## config.mk

```make
export PLATFORM = sky130hd
export DESIGN_NAME = fra_enc
export DESIGN_NICKNAME = d
export VERILOG_FILES = /design/src/hw/rtl/fifo_reuse_id_allocator_defines.svh /design/src/hw/rtl/fra_pkg.sv /design/src/hw/rtl/fra_enc.sv
export SDC_FILE = /design/constraint.sdc
export NUM_CORES = 1
export LEC_CHECK = 0
export BUFFER_PORTS_ARGS = -buffer_cell sky130_fd_sc_hd__buf_4
export CAP_MARGIN = 10
export CELL_PAD_IN_SITES_DETAIL_PLACEMENT = 1
export CELL_PAD_IN_SITES_GLOBAL_PLACEMENT = 1
export CORE_AREA = 5 5 42 44
export CTS_CLUSTER_DIAMETER = 120
export DETAILED_ROUTE_END_ITERATION = 6
export DIE_AREA = 0 0 47 49
export GPL_TIMING_DRIVEN = 0
export PLACE_DENSITY_LB_ADDON = 0.1
export SYNTH_ARGS = -nofsm -noshare
export SYNTH_HDL_FRONTEND = slang
export SYNTH_SLANG_ARGS = --single-unit
```

## constraint.sdc

```tcl
create_clock -name clk_i -period 0.8 [get_ports clk_i]
set_input_delay 0.04 -clock clk_i [delete_from_list [all_inputs] [get_ports clk_i]]
set_output_delay 0.04 -clock clk_i [all_outputs]
set_load 0.005 [all_outputs]
```

## src/hw/rtl/fifo_reuse_id_allocator_defines.svh

```systemverilog
// Assertion macros for the fifo_reuse_id_allocator block.
// Included by the RTL files that carry concurrent assertions; no other dependencies.
`ifndef FIFO_REUSE_ID_ALLOCATOR_DEFINES_SVH
`define FIFO_REUSE_ID_ALLOCATOR_DEFINES_SVH

// checked only outside reset
`define FRA_ASSERT(name, clk, rst_n, prop, msg) \
  name: assert property (@(posedge clk) disable iff (!rst_n) prop) else $error(msg);

// checked on every edge, reset included
`define FRA_ASSERT_ALWAYS(name, clk, prop, msg) \
  name: assert property (@(posedge clk) prop) else $error(msg);

`endif

```

## src/hw/rtl/fra_pkg.sv

```systemverilog
// Shared types and constants for the fifo_reuse_id_allocator block.
// No dependencies; used by fra_cell, fra_enc and the top level.
package fra_pkg;

  localparam int TOP_COLOR = 255;
  localparam int ID_BASE   = 2;
  localparam int SLOTS     = TOP_COLOR - ID_BASE + 1;

  localparam int ID_W    = $clog2(TOP_COLOR + 1);
  localparam int POS_W   = $clog2(SLOTS);
  localparam int CNT_W   = $clog2(SLOTS + 1);
  localparam int GRANT_W = 8;
  localparam int RID_W   = 8;
  localparam int STAT_W  = 2;

  // hit encoder: groups of GRP cells, registered per group
  localparam int GRP    = 16;
  localparam int GRP_W  = $clog2(GRP);
  localparam int NGRP   = (SLOTS + GRP - 1) / GRP;
  localparam int NGRP_W = (NGRP > 1) ? $clog2(NGRP) : 1;
  localparam int HIT_W  = NGRP * GRP;
  localparam int ENC_W  = NGRP_W + GRP_W;
  localparam int PW     = (CNT_W > ENC_W) ? CNT_W : ENC_W;

  localparam logic MODE_ALLOC   = 1'b0;
  localparam logic MODE_RELEASE = 1'b1;

  localparam logic [STAT_W-1:0] ST_OK      = 2'd0;
  localparam logic [STAT_W-1:0] ST_REUSE   = 2'd1;
  localparam logic [STAT_W-1:0] ST_RANGE   = 2'd2;
  localparam logic [STAT_W-1:0] ST_NOTUSED = 2'd3;

  typedef enum logic [1:0] {
    CELL_HOLD,
    CELL_ROT,
    CELL_INS
  } cell_op_e;

  typedef struct packed {
    cell_op_e          op;
    logic [PW-1:0]     fc;
    logic [PW-1:0]     pos;
    logic [ID_W-1:0]   rid;
  } ctrl_t;

endpackage

```

## src/hw/rtl/fra_enc.sv

```systemverilog
// Registered one-hot to index encoder for one group of cell hit flags.
// Depends on fra_pkg.
module fra_enc (
  input  logic                      clk_i,
  input  logic                      rst_ni,
  input  logic [fra_pkg::GRP-1:0]   hit_i,
  output logic                      any_o,
  output logic [fra_pkg::GRP_W-1:0] idx_o
);

  logic                      any_q;
  logic [fra_pkg::GRP_W-1:0] idx_q, idx_d;

  always_comb begin
    idx_d = '0;
    for (int i = 0; i < fra_pkg::GRP; i++) begin
      if (hit_i[i]) begin
        idx_d = idx_d | fra_pkg::GRP_W'(i);
      end
    end
  end

  always_ff @(posedge clk_i or negedge rst_ni) begin
    if (!rst_ni) begin
      any_q <= 1'b0;
    end else begin
      any_q <= |hit_i;
    end
  end

  always_ff @(posedge clk_i) begin
    idx_q <= idx_d;
  end

  assign any_o = any_q;
  assign idx_o = idx_q;

endmodule

```

==> flow_metrics.env <==
export IMPL_grt_max_degree=5
export IMPL_worstHoldStart="hit_i[4]"
export IMPL_count_of_pins_over_their_slew_limit=0
export IMPL_detail_route_drc_violations=0
export IMPL_post_synth_num_cell_types=10
export IMPL_post_route_cells_drive_above_1_share=0.5745
export IMPL_crit_required_ns=0.76
export IMPL_max_vdd_ir_drop_mv=0.2831
export IMPL_timing_hold_violations_final=0
export IMPL_chipHeight_um=49
export IMPL_clkSlewWorstSetupHoldPaths_ns=0.04
export IMPL_crit_chain="buf_4"
export IMPL_cts_buffers_inserted=3
export IMPL_post_synth_instance_area_um2=206.4
export IMPL_synthesis_area_per_instance_um2=10.32
export IMPL_die_w_um=47
export IMPL_post_synth_top_area_cell="dfxtp_1"
export IMPL_drt_pre_antenna_iters=1
export IMPL_slew_worst_pin_ns=0.2892
export IMPL_synth_seq_cells=5
export IMPL_synth_top_area_share=0.3879
export IMPL_route_final_wire_length_um=741
export IMPL_dpl_cell_count=58
export IMPL_edff_count_synth=0
export IMPL_min_delay_path_class="in2reg"
export IMPL_cts_tree="built"
export IMPL_worst_setup_path_end_kind="primary output"
export IMPL_grt_pass1_vias=278
export IMPL_multiInputGateArea_um2=101.3
export IMPL_cell_pwr_density_mw_per_mm2=1487
export IMPL_max_freq_mhz=1326
export IMPL_routed_vias=269
export IMPL_status="finished clean"
export IMPL_worstPathBufferInverterCount=1
export IMPL_drtAntennaViolNets=0
export IMPL_cts_buffer_depth=2
export IMPL_antenna_found_initial=0
export IMPL_routedWlPerCell_um=11.76
export IMPL_floorplan_initialDensity=0.1473
export IMPL_mappedNetlistNets=38
export IMPL_final_min_clock_period_ns=0.7541
export IMPL_total_number_of_h_tree_levels=1
export IMPL_primary_ff_master_synth="dfxtp_1"
export IMPL_arrival_ns=0.71
export IMPL_detail_route_iter0_violations=0
export IMPL_finalWeightedCongestion=0.7427
export IMPL_layout_area_overhead_vs_synth_pct=107.3
export IMPL_non_filler_cells_final=63
export IMPL_synthesis_instances=20
export IMPL_setup_violations=0
export IMPL_async_flop_share=0.2000
export IMPL_max_slew_margin=0.8054
export IMPL_area_sequential_um2=105.1
export IMPL_clock_sinks=5
export IMPL_slowest_stage_cell_on_the_critical_path="dfrtp_1"
export IMPL_floorplan_die_area_mm2=0.002303
export IMPL_setup_repair_after_global_routing_missed_its_margin="no"
export IMPL_finalCritPeriodShare=0.9426
export IMPL_io_buffer_count=22
export IMPL_synth_sequential_area_ratio=0.5091
export IMPL_slowest_delay_ns=0.35
export IMPL_cpLargestDelayFamily="flip-flops"
export IMPL_insertedDiodeCount=0
export IMPL_via_per_inst=4.270
export IMPL_power_static_leakage_nw=0.1729
export IMPL_yosys_warnings=0
export IMPL_n_fill_cell=178
export IMPL_finalSetupTns_ns=0
export IMPL_global_route_wire_length_before_repair_um=1124
export IMPL_netlist_top_cells_area="dfxtp_1, nor4_1, dfrtp_1"
export IMPL_timing_setup_critical_path_class="reg2out"
export IMPL_global_route_usage_total=0.07264
export IMPL_pin_count=23
export IMPL_number_of_maximum_capacitance_constraint_violations=0
export IMPL_holdWs_ns=0.006112
export IMPL_timing_critical_path_from_type="register"
export IMPL_synth_most_common_cell="nor4_1"
export IMPL_fin_nets=66
export IMPL_yosys_top_cells_count="nor4_1, dfxtp_1, nand2_1"
export IMPL_clock_tree_root_buffer_cell="clkbuf_4"
export IMPL_crit_start="any_o"
export IMPL_core_mm2=0.001401
export IMPL_global_route_overflow_total=0
export IMPL_floorplan_rows=14
export IMPL_cp_max_fo=1
[metrics by stage]
stage               power (W)  setup WS, ns  utilization  area [um2]
floorplan           0.0002695        0.2401            -       206.4
global placement    0.0003561       0.02445       0.2795       391.6
detailed placement  0.0003589       0.01558       0.2795       391.6
CTS                 0.0006532       0.03427       0.3054       427.9
global route        0.0006740      0.009604       0.3054       427.9
finish              0.0006362       0.04591       0.3054       427.9
[sequential cells by signal, indices dropped and copies added (netlist names)]
signal	count
idx_o	4
any_o	1
[worst paths after layout]
| path | depth (start not counted) | to |
|---|---|---|
| hold / removal | 3 | idx_o[2] |
| max in group asynchronous | 2 | any_o |
| min in group asynchronous | 2 | any_o |
| setup / recovery | 1 | any_o |
[cell families (layout without fill, tap and decap cells)]
| kind of cell | count (synthesis) | count (layout) | share of synthesized area |
|---|---|---|---|
| flops | 5 | 5 | 0.5091 |
| buf+inv | 0 | 27 | 0 |
| simple gates | 15 | 15 | 0.4909 |
[final cells by class]
| cell class | count | share of cell area |
|---|---|---|
| clock buffers | 4 | 0.06140 |
| multi-input cells | 15 | 0.2368 |
| well taps | 16 | 0.04678 |
| repair buffers | 23 | 0.4094 |
| flip-flops and latches | 5 | 0.2456 |
[report_power, final]
group,total (W),internal (W),switching [W]
Sequential,0.000252,0.000252,0.000000178
Clock,0.000279,0.000188,0.0000913
Combinational,0.000105,0.0000659,0.0000392
[cell usage in the layout, fill, tap and decap left out]
master	count
nand2_1	3
nor3_1	2
dlygate4sd3_1	1
clkbuf_4	3
buf_4	22
nor4_2	1
dfxtp_1	4
clkbuf_1	1
nor2_1	1
nand3_1	1
nor4_4	1
dfrtp_1	1
nand4_1	1
nor4_1	5
[metal layers]
metal	track usage	wire length (um)	vias to the layer above
met5	0	0	-
met4	0.05530	4	0
met3	0.04428	126	2
met2	0.1086	359	20
met1	0.06843	251	114
li1	-	-	133
[timing repair]
action,CTS,global route
setup buffers,0,0
hold buffers,1,0
resized for setup,0,0
hold endpoints to repair,2,0
No activity file was read; power rests on OpenSTA's default activity.
